[config.mk]
export PLATFORM = sky130hd
export DESIGN_NAME = i2c_bitbang_master_top
export DESIGN_NICKNAME = d
export VERILOG_FILES = /design/src/hdl/i2cbb_pkg.sv /design/src/hdl/i2c_bitbang_master_top.sv /design/src/hdl/i2cbb_cfg.sv /design/src/hdl/i2cbb_core.sv
export SDC_FILE = /design/constraint.sdc
export NUM_CORES = 1
export LEC_CHECK = 0
export BUFFER_PORTS_ARGS = -buffer_cell sky130_fd_sc_hd__clkbuf_2
export CAP_MARGIN = 40
export CORE_MARGIN = 5
export CORE_UTILIZATION = 35
export CTS_CLUSTER_DIAMETER = 50
export DETAILED_ROUTE_END_ITERATION = 7
export GPL_ROUTABILITY_DRIVEN = 0
export PLACE_DENSITY = 0.54
export SLEW_MARGIN = 20
export SYNTH_ARGS = -nofsm -noshare
export SYNTH_HDL_FRONTEND = slang
export SYNTH_SLANG_ARGS = --single-unit
[constraint.sdc]
create_clock -name clk -period 3.8 [get_ports clk]
set_input_delay 0.38 -clock clk [delete_from_list [all_inputs] [get_ports clk]]
set_output_delay 0.38 -clock clk [all_outputs]
set_load 0.01 [all_outputs]
[src/hdl/i2cbb_pkg.sv]
// Shared types and constants for the bit-banged I2C master.
// Used by every module of the block; depends on nothing else.
package i2cbb_pkg;

    localparam logic [7:0] HALF_PERIOD_RESET = 8'd1;
    localparam logic [7:0] STRETCH_RESET     = 8'd5;
    localparam logic [7:0] MSB_MASK          = 8'h80;
    localparam logic [3:0] BITS_PER_BYTE     = 4'd8;

    localparam logic [2:0] ACT_TICK  = 3'd0;
    localparam logic [2:0] ACT_START = 3'd1;
    localparam logic [2:0] ACT_STOP  = 3'd2;
    localparam logic [2:0] ACT_WRITE = 3'd3;
    localparam logic [2:0] ACT_READ  = 3'd4;

    localparam logic CFG_HALF_PERIOD = 1'b0;
    localparam logic CFG_STRETCH     = 1'b1;

    typedef enum logic [1:0] {
        ERR_NONE    = 2'd0,
        ERR_STRETCH = 2'd1,
        ERR_SDA_LOW = 2'd2,
        ERR_NACK    = 2'd3
    } err_t;

    typedef enum logic [4:0] {
        PH_IDLE = 5'd0,
        ST_SCL  = 5'd1,
        ST_H1   = 5'd2,
        ST_H2   = 5'd3,
        ST_H3   = 5'd4,
        SP_H1   = 5'd5,
        SP_SCL  = 5'd6,
        SP_H2   = 5'd7,
        SP_H3   = 5'd8,
        WR_SET  = 5'd9,
        WR_SCL  = 5'd10,
        WR_HI   = 5'd11,
        WR_LO   = 5'd12,
        WA_SET  = 5'd13,
        WA_SCL  = 5'd14,
        WA_HI   = 5'd15,
        WA_LO   = 5'd16,
        RD_SET  = 5'd17,
        RD_SCL  = 5'd18,
        RD_HI   = 5'd19,
        RD_LO   = 5'd20,
        RK_SET  = 5'd21,
        RK_SCL  = 5'd22,
        RK_HI   = 5'd23,
        RK_LO   = 5'd24
    } phase_t;

    typedef struct packed {
        logic [7:0] half_period_ticks;
        logic [7:0] stretch_limit_ticks;
    } i2cbb_cfg_t;

    typedef struct packed {
        logic [2:0] action;
        logic [7:0] tx_byte;
        logic       final_read;
        logic       scl_level;
        logic       sda_level;
    } i2cbb_item_t;

    typedef struct packed {
        logic       scl_release;
        logic       sda_release;
        logic       busy_res;
        logic       done_res;
        logic       success;
        logic [7:0] rx_byte;
        err_t       error_code;
    } i2cbb_result_t;

endpackage

[src/hdl/i2c_bitbang_master_top.sv]
// Top level of the bit-banged I2C master: request handshakes and result register.
// Depends on i2cbb_pkg, i2cbb_cfg and i2cbb_core.
//
// Each input request is one timing tick carrying the sampled SCL and SDA levels
// and, when the master is idle, an optional command. The master accepts one
// request per clock cycle unless stalled and presents the matching result in
// the next cycle; the rate is set by the single registered step of the bus
// sequencer, and a waiting result does not stop the next request from being
// taken while the downstream side is ready. There is no start-up clearing pass.
// Configuration writes are to be made only while no request is outstanding.
module i2c_bitbang_master_top
    import i2cbb_pkg::*;
(
    input  logic       clk,
    input  logic       rst_n,
    input  logic       cfg_write_en,
    input  logic       cfg_index,
    input  logic [7:0] cfg_data,
    input  logic       in_valid,
    output logic       in_ready,
    input  logic [2:0] action,
    input  logic [7:0] tx_byte,
    input  logic       final_read,
    input  logic       scl_level,
    input  logic       sda_level,
    output logic       out_valid,
    input  logic       out_ready,
    output logic       scl_release,
    output logic       sda_release,
    output logic       busy_res,
    output logic       done_res,
    output logic       success,
    output logic [7:0] rx_byte,
    output logic [1:0] error_code
);

    i2cbb_cfg_t    cfg;
    i2cbb_item_t   item;
    i2cbb_result_t step_result;
    i2cbb_result_t result_reg;
    logic          out_valid_reg;
    logic          accept;

    assign in_ready = !out_valid_reg || out_ready;
    assign accept   = in_valid && in_ready;

    assign item.action     = action;
    assign item.tx_byte    = tx_byte;
    assign item.final_read = final_read;
    assign item.scl_level  = scl_level;
    assign item.sda_level  = sda_level;

    i2cbb_cfg u_cfg (
        .clk          (clk),
        .rst_n        (rst_n),
        .cfg_write_en (cfg_write_en),
        .cfg_index    (cfg_index),
        .cfg_data     (cfg_data),
        .cfg          (cfg)
    );

    i2cbb_core u_core (
        .clk     (clk),
        .rst_n   (rst_n),
        .step_en (accept),
        .item    (item),
        .cfg     (cfg),
        .result  (step_result)
    );

    always_ff @(posedge clk or negedge rst_n)
    begin
        if (!rst_n)
        begin
            out_valid_reg <= 1'b0;
        end
        else if (in_ready)
        begin
            out_valid_reg <= in_valid;
        end
    end

    always_ff @(posedge clk)
    begin
        if (accept)
        begin
            result_reg <= step_result;
        end
    end

    assign out_valid   = out_valid_reg;
    assign scl_release = result_reg.scl_release;
    assign sda_release = result_reg.sda_release;
    assign busy_res    = result_reg.busy_res;
    assign done_res    = result_reg.done_res;
    assign success     = result_reg.success;
    assign rx_byte     = result_reg.rx_byte;
    assign error_code  = result_reg.error_code;

endmodule

[src/hdl/i2cbb_cfg.sv]
// Configuration registers for the bit-banged I2C master.
// Depends on i2cbb_pkg for the register indexes and reset values.
module i2cbb_cfg
    import i2cbb_pkg::*;
(
    input  logic       clk,
    input  logic       rst_n,
    input  logic       cfg_write_en,
    input  logic       cfg_index,
    input  logic [7:0] cfg_data,
    output i2cbb_cfg_t cfg
);

    logic [7:0] half_period_reg;
    logic [7:0] stretch_limit_reg;

    always_ff @(posedge clk or negedge rst_n)
    begin
        if (!rst_n)
        begin
            half_period_reg   <= HALF_PERIOD_RESET;
            stretch_limit_reg <= STRETCH_RESET;
        end
        else if (cfg_write_en)
        begin
            unique case (cfg_index)
                CFG_HALF_PERIOD: half_period_reg   <= cfg_data;
                CFG_STRETCH:     stretch_limit_reg <= cfg_data;
                default:         half_period_reg   <= half_period_reg;
            endcase
        end
    end

    assign cfg.half_period_ticks   = half_period_reg;
    assign cfg.stretch_limit_ticks = stretch_limit_reg;

endmodule

[src/hdl/i2cbb_core.sv]
// Bus sequencer of the bit-banged I2C master: state registers and the
// single-tick step logic. Depends on i2cbb_pkg.
module i2cbb_core
    import i2cbb_pkg::*;
(
    input  logic          clk,
    input  logic          rst_n,
    input  logic          step_en,
    input  i2cbb_item_t   item,
    input  i2cbb_cfg_t    cfg,
    output i2cbb_result_t result
);

    phase_t     phase_reg,         phase_next;
    logic [3:0] bit_count_reg,     bit_count_next;
    logic [7:0] shifter_reg,       shifter_next;
    logic [7:0] half_timer_reg,    half_timer_next;
    logic [7:0] stretch_timer_reg, stretch_timer_next;
    logic       clock_drive_reg,   clock_drive_next;
    logic       data_drive_reg,    data_drive_next;
    logic       nack_pending_reg,  nack_pending_next;
    err_t       last_error_reg,    last_error_next;
    logic [7:0] rx_hold_reg,       rx_hold_next;
    logic       done;
    logic       ok;
    logic [3:0] bit_count_inc;
    logic [8:0] stretch_sum;

    assign bit_count_inc = bit_count_reg + 4'd1;
    assign stretch_sum   = {1'b0, stretch_timer_reg} + 9'd1;

    always_comb
    begin
        phase_next         = phase_reg;
        bit_count_next     = bit_count_reg;
        shifter_next       = shifter_reg;
        half_timer_next    = half_timer_reg;
        stretch_timer_next = stretch_timer_reg;
        clock_drive_next   = clock_drive_reg;
        data_drive_next    = data_drive_reg;
        nack_pending_next  = nack_pending_reg;
        last_error_next    = last_error_reg;
        rx_hold_next       = rx_hold_reg;
        done               = 1'b0;
        ok                 = 1'b0;

        if (phase_reg == PH_IDLE)
        begin
            if (item.action >= ACT_START && item.action <= ACT_READ)
            begin
                last_error_next = ERR_NONE;
                bit_count_next  = 4'd0;
                priority if (item.action == ACT_START)
                begin
                    data_drive_next    = 1'b1;
                    clock_drive_next   = 1'b1;
                    stretch_timer_next = 8'd0;
                    phase_next         = ST_SCL;
                end
                else if (item.action == ACT_STOP)
                begin
                    clock_drive_next = 1'b0;
                    data_drive_next  = 1'b0;
                    phase_next       = SP_H1;
                    half_timer_next  = cfg.half_period_ticks;
                end
                else if (item.action == ACT_WRITE)
                begin
                    data_drive_next = |(item.tx_byte & MSB_MASK);
                    shifter_next    = {item.tx_byte[6:0], 1'b0};
                    phase_next      = WR_SET;
                    half_timer_next = cfg.half_period_ticks;
                end
                else
                begin
                    data_drive_next   = 1'b1;
                    shifter_next      = 8'd0;
                    nack_pending_next = item.final_read;
                    phase_next        = RD_SET;
                    half_timer_next   = cfg.half_period_ticks;
                end
            end
        end
        else if (phase_reg == ST_SCL || phase_reg == SP_SCL || phase_reg == WR_SCL ||
                 phase_reg == WA_SCL || phase_reg == RD_SCL || phase_reg == RK_SCL)
        begin
            if (item.scl_level)
            begin
                half_timer_next = cfg.half_period_ticks;
                unique case (phase_reg)
                    ST_SCL:  phase_next = ST_H1;
                    SP_SCL:  phase_next = SP_H2;
                    WR_SCL:  phase_next = WR_HI;
                    WA_SCL:  phase_next = WA_HI;
                    RD_SCL:  phase_next = RD_HI;
                    default: phase_next = RK_HI;
                endcase
            end
            else
            begin
                stretch_timer_next = stretch_sum[7:0];
                if (stretch_sum >= {1'b0, cfg.stretch_limit_ticks})
                begin
                    if (phase_reg == SP_SCL)
                    begin
                        data_drive_next = 1'b1;
                    end
                    phase_next      = PH_IDLE;
                    done            = 1'b1;
                    last_error_next = ERR_STRETCH;
                end
            end
        end
        else if (half_timer_reg > 8'd1)
        begin
            half_timer_next = half_timer_reg - 8'd1;
        end
        else
        begin
            half_timer_next = 8'd0;
            unique case (phase_reg)
                ST_H1:
                begin
                    if (!item.sda_level)
                    begin
                        phase_next      = PH_IDLE;
                        done            = 1'b1;
                        last_error_next = ERR_SDA_LOW;
                    end
                    else
                    begin
                        data_drive_next = 1'b0;
                        phase_next      = ST_H2;
                        half_timer_next = cfg.half_period_ticks;
                    end
                end
                ST_H2:
                begin
                    clock_drive_next = 1'b0;
                    phase_next       = ST_H3;
                    half_timer_next  = cfg.half_period_ticks;
                end
                ST_H3:
                begin
                    phase_next      = PH_IDLE;
                    done            = 1'b1;
                    ok              = 1'b1;
                    last_error_next = ERR_NONE;
                end
                SP_H1:
                begin
                    clock_drive_next   = 1'b1;
                    stretch_timer_next = 8'd0;
                    phase_next         = SP_SCL;
                end
                SP_H2:
                begin
                    data_drive_next = 1'b1;
                    phase_next      = SP_H3;
                    half_timer_next = cfg.half_period_ticks;
                end
                SP_H3:
                begin
                    phase_next      = PH_IDLE;
                    done            = 1'b1;
                    ok              = item.sda_level;
                    last_error_next = item.sda_level ? ERR_NONE : ERR_SDA_LOW;
                end
                WR_SET:
                begin
                    clock_drive_next   = 1'b1;
                    stretch_timer_next = 8'd0;
                    phase_next         = WR_SCL;
                end
                WR_HI:
                begin
                    clock_drive_next = 1'b0;
                    phase_next       = WR_LO;
                    half_timer_next  = cfg.half_period_ticks;
                end
                WR_LO:
                begin
                    bit_count_next  = bit_count_inc;
                    half_timer_next = cfg.half_period_ticks;
                    if (bit_count_inc < BITS_PER_BYTE)
                    begin
                        data_drive_next = |(shifter_reg & MSB_MASK);
                        shifter_next    = {shifter_reg[6:0], 1'b0};
                        phase_next      = WR_SET;
                    end
                    else
                    begin
                        data_drive_next = 1'b1;
                        phase_next      = WA_SET;
                    end
                end
                WA_SET:
                begin
                    clock_drive_next   = 1'b1;
                    stretch_timer_next = 8'd0;
                    phase_next         = WA_SCL;
                end
                WA_HI:
                begin
                    nack_pending_next = item.sda_level;
                    clock_drive_next  = 1'b0;
                    phase_next        = WA_LO;
                    half_timer_next   = cfg.half_period_ticks;
                end
                WA_LO:
                begin
                    phase_next      = PH_IDLE;
                    done            = 1'b1;
                    ok              = !nack_pending_reg;
                    last_error_next = nack_pending_reg ? ERR_NACK : ERR_NONE;
                end
                RD_SET:
                begin
                    clock_drive_next   = 1'b1;
                    stretch_timer_next = 8'd0;
                    phase_next         = RD_SCL;
                end
                RD_HI:
                begin
                    shifter_next     = {shifter_reg[6:0], item.sda_level};
                    clock_drive_next = 1'b0;
                    phase_next       = RD_LO;
                    half_timer_next  = cfg.half_period_ticks;
                end
                RD_LO:
                begin
                    bit_count_next  = bit_count_inc;
                    half_timer_next = cfg.half_period_ticks;
                    if (bit_count_inc < BITS_PER_BYTE)
                    begin
                        phase_next = RD_SET;
                    end
                    else
                    begin
                        data_drive_next = nack_pending_reg;
                        phase_next      = RK_SET;
                    end
                end
                RK_SET:
                begin
                    clock_drive_next   = 1'b1;
                    stretch_timer_next = 8'd0;
                    phase_next         = RK_SCL;
                end
                RK_HI:
                begin
                    clock_drive_next = 1'b0;
                    data_drive_next  = 1'b1;
                    phase_next       = RK_LO;
                    half_timer_next  = cfg.half_period_ticks;
                end
                RK_LO:
                begin
                    rx_hold_next    = shifter_reg;
                    phase_next      = PH_IDLE;
                    done            = 1'b1;
                    ok              = 1'b1;
                    last_error_next = ERR_NONE;
                end
                default:
                begin
                    phase_next = PH_IDLE;
                end
            endcase
        end
    end

    always_comb
    begin
        result.scl_release = clock_drive_next;
        result.sda_release = data_drive_next;
        result.busy_res    = (phase_next != PH_IDLE);
        result.done_res    = done;
        result.success     = done && ok;
        result.rx_byte     = rx_hold_next;
        result.error_code  = last_error_next;
    end

    always_ff @(posedge clk or negedge rst_n)
    begin
        if (!rst_n)
        begin
            phase_reg         <= PH_IDLE;
            bit_count_reg     <= 4'd0;
            shifter_reg       <= 8'd0;
            half_timer_reg    <= 8'd0;
            stretch_timer_reg <= 8'd0;
            clock_drive_reg   <= 1'b1;
            data_drive_reg    <= 1'b1;
            nack_pending_reg  <= 1'b0;
            last_error_reg    <= ERR_NONE;
            rx_hold_reg       <= 8'd0;
        end
        else if (step_en)
        begin
            phase_reg         <= phase_next;
            bit_count_reg     <= bit_count_next;
            shifter_reg       <= shifter_next;
            half_timer_reg    <= half_timer_next;
            stretch_timer_reg <= stretch_timer_next;
            clock_drive_reg   <= clock_drive_next;
            data_drive_reg    <= data_drive_next;
            nack_pending_reg  <= nack_pending_next;
            last_error_reg    <= last_error_next;
            rx_hold_reg       <= rx_hold_next;
        end
    end

endmodule

==> insert_results.sql <==
INSERT INTO impl_metrics (metric_group, metric, value, unit) VALUES
('drt', 'wl_met3', '789', 'um'),
('global_routing', 'antenna_found_initial', '0', ''),
('timing', 'min_period_over_period', '77.3', '%'),
('timing', 'fin_worst_skew', '0.00882', 'ns'),
('synth', 'syn_std_cell_area', '4900', 'um^2'),
('drt', 'wl_met2', '6.00', 'mm'),
('timing', 'maxSlewHeadroom', '48.8', '%'),
('synth', 'post_synth_main_area_contributors', 'sky130_fd_sc_hd__dfrtp_1 (30%), sky130_fd_sc_hd__edfxtp_1 (9.2%), sky130_fd_sc_hd__mux2_2 (9.2%), sky130_fd_sc_hd__nand2_1 (4.4%), sky130_fd_sc_hd__o21ai_0 (3.4%)', ''),
('cells_and_area', 'fill_cell_count', '1355', ''),
('floorplan', 'ioPinCount', '45', ''),
('synth', 'syn-instance-count', '513', ''),
('synth', 'yosys_register_bits', '78', ''),
('clock_network', 'numCtsBuffers', '9', ''),
('pwr', 'max-vdd-ir-drop', '555', 'uV'),
('cells_and_area', 'final-seq-area', '2030', 'um^2'),
('timing', 'setup_repair_after_global_routing_missed_its_margin', 'false', ''),
('hold_path', 'timing.hold.worst_path_depth', '2', ''),
('cells_and_area', 'diodes', '0', ''),
('worst_setup_path', 'crit_path_start_kind', 'register', ''),
('clock_network', 'cts.clk_slew.worst_paths', '0.07', 'ns'),
('worst_setup_path', 'cpLargestDelayFamily', 'compound AO/OA/AOI/OAI gates', ''),
('timing', 'timing.final.max_slew_violations', '0', ''),
('synth', 'syn_nets', '553', ''),
('status', 'run_status', 'complete, no violations', ''),
('synth', 'ys_async_sr_fraction', '80.8', '%'),
('clock_network', 'worst_skew_pair.late_latency', '0.34', 'ns'),
('synth', 'synth.yosys.seq_area_share', '41.5', '%'),
('floorplan', 'initial_core_util', '35.5', '%'),
('worst_setup_path', 'worst_setup_path_end_kind', 'register', ''),
('pwr', 'finalPower', '4.21', 'mW'),
('synth', 'synth-edff-count', '15', ''),
('worst_setup_path', 'timing.critical_path.cells', 'ha_1, and4_1, nand2_1, xnor2_1, ha_1, nand4_1, o311a_1, a211o_1, a22oi_1, o2111ai_1', ''),
('drt', 'drt-vias-per-instance', '5.60', ''),
('worst_setup_path', 'critPathMostFrequentCell', 'sky130_fd_sc_hd__ha_1', ''),
('worst_setup_path', 'timing.rr.start', 'u_core.stretch_timer_reg[0]$_DFFE_PN0P_', ''),
('synth', 'number_of_different_library_cells_in_the_post_synthesis_netlist', '73', ''),
('worst_setup_path', 'worstPathArrival', '3.01', 'ns'),
('pwr', 'cellLeakagePower', '2.47', 'nW'),
('global_routing', 'grt_first_pass_wirelength', '20.5', 'mm'),
('drt', 'routed_wirelength', '12.8', 'mm'),
('global_routing', 'gr-usage-all-layers', '15.7', '%'),
('drt', 'top_layer_used', 'met4', ''),
('run', 'maxCapViolCount', '0', ''),
('drt', 'detailed_router_iteration_count_before_antenna_repair', '4', ''),
('floorplan', 'die-height', '128', 'um'),
('synth', 'synthDominantCellAreaShare', '29.6', '%'),
('worst_setup_path', 'critPathKind', 'reg -> reg', ''),
('global_routing', 'first_global_vias', '3881', ''),
('synth', 'yosys_warnings', '0', ''),
('timing', 'fin_setup_tns', '0', 'ns'),
('worst_setup_path', 'r2r_setup_slack', '0.86', 'ns'),
('cells_and_area', 'area.growth.synth_to_final', '15.9', '%'),
('cells_and_area', 'most-common-layout-cells', 'sky130_fd_sc_hd__dfrtp_1 (58), sky130_fd_sc_hd__nand2_1 (57), sky130_fd_sc_hd__clkbuf_2 (44), sky130_fd_sc_hd__mux2_2 (40), sky130_fd_sc_hd__o21ai_0 (33)', ''),
('cells_and_area', 'final_core_occ', '41.1', '%'),
('timing', 'worst_pin_slew', '0.764', 'ns'),
('floorplan', 'die-width', '128', 'um'),
('cells_and_area', 'nets', '597', ''),
('worst_setup_path', 'setup.worst_path.end', 'busy_res$_DFFE_PP_', ''),
('cells_and_area', 'post_layout_nonfiller_instances', '742', ''),
('drt', 'detailroute.via_count', '4154', ''),
('clock_network', 'master_cell_of_the_clock_root_buffer', 'sky130_fd_sc_hd__clkbuf_16', ''),
('worst_setup_path', 'worst_r2r_endpoint', 'busy_res$_DFFE_PP_', ''),
('worst_setup_path', 'cp_num_cells', '10', ''),
('timing', 'max_freq', '341', 'MHz'),
('drt', 'postRouteAntennaNets', '0', ''),
('place', 'io_buffer_count', '44', ''),
('clock_network', 'clock_tree.buffer_depth', '2', ''),
('worst_setup_path', 'critical_path.n_buffers_inverters', '0', ''),
('timing', 'report.final.setup_viol', '0', ''),
('place', 'detailedPlacementHpwl', '9.53', 'mm'),
('synth', 'synth_area_leader_cell', 'sky130_fd_sc_hd__dfrtp_1', '');
## power by group
part	switching [mW]	leakage (nW)	internal, mW
registers	0.241	0.940	1.08
logic	1.22	1.38	0.789
clock network	0.364	0.147	0.511
## area by class of cell
class	count	area share, %
Clock inverter	7	1.25
Clock buffer	9	3.96
Multi-Input combinational cell	380	46.2
Timing Repair Buffer	64	7.27
Sequential cell	78	35.8
Tap cell	180	3.96
Inverter	24	1.59
## logic make-up (layout without fill, tap and decap cells)
kind of cell,Yosys count,after routing,share of synthesized area (%)
DFF,78,78,41.5
buffers and inverters,55,104,5.03
xor gates and xnor gates,8,8,1.43
and+or+nand+nor,187,187,19.5
AOI/OAI and AO/OA,130,130,19.6
adders and majority gates,12,12,3.06
muxes,43,43,9.90
## routing by layer
layer / vias to the layer above / GRT usage (%)
met2: 133 / 24.4
met1: 2004 / 20.8
li1: 1992 / -
met5: - / 0
met4: 0 / 6.24
met3: 25 / 4.44
## worst min path at each step
stage | from | end | slack, ns
global placement | u_core.nack_pending_reg$_DFFE_PN0P_ | u_core.nack_pending_reg$_DFFE_PN0P_ | 0.48
detailed placement | rst_n | u_core.half_timer_reg[4]$_DFFE_PN0P_ | 0.28
finish | in_valid | out_valid$_DFFE_PN0N_ | 0.24
CTS | in_valid | out_valid$_DFFE_PN0N_ | 0.23
floorplan | rst_n | out_valid$_DFFE_PN0N_ | 0.08
global route | in_valid | out_valid$_DFFE_PN0N_ | 0.24
## per-stage QoR
| stage | worst slack [ns] | hold slack [ns] | area [um^2] |
|---|---|---|---|
| 2_1_floorplan | 1.12 | 0.0844 | 4900 |
| 3_3_place_gp | 0.978 | 0.482 | 5320 |
| 3_5_place_dp | 0.888 | 0.276 | 5380 |
| 4_1_cts | 0.875 | 0.231 | 5680 |
| 5_1_grt | 0.714 | 0.243 | 5680 |
| 6_report | 0.863 | 0.241 | 5680 |
## cells in the mapped netlist, drive strengths merged, types with 3 or more instances
library cell   n
edfxtp        15
nand2         57
nand3         23
nor3          22
nand2b         9
ha            12
a31oi          7
buf           18
o41ai          3
o21ai         35
o21a           3
clkbuf        13
mux2          41
nor2b          7
a21o           3
o2bb2ai        3
and2           4
or2            3
a211oi         4
nor2          27
nand4          7
o32a           7
or3            6
a21oi         21
a211o          8
xnor2          4
dfstp          5
inv           24
and3          11
dfrtp         58
xor2           4
o31ai          6
## timing repair
action	in CTS	in global routing
hold buffers	1	0
endpoints found under the setup margin	0	0
hold endpoints to repair	6	0
(Power assumes the default switching activity.)
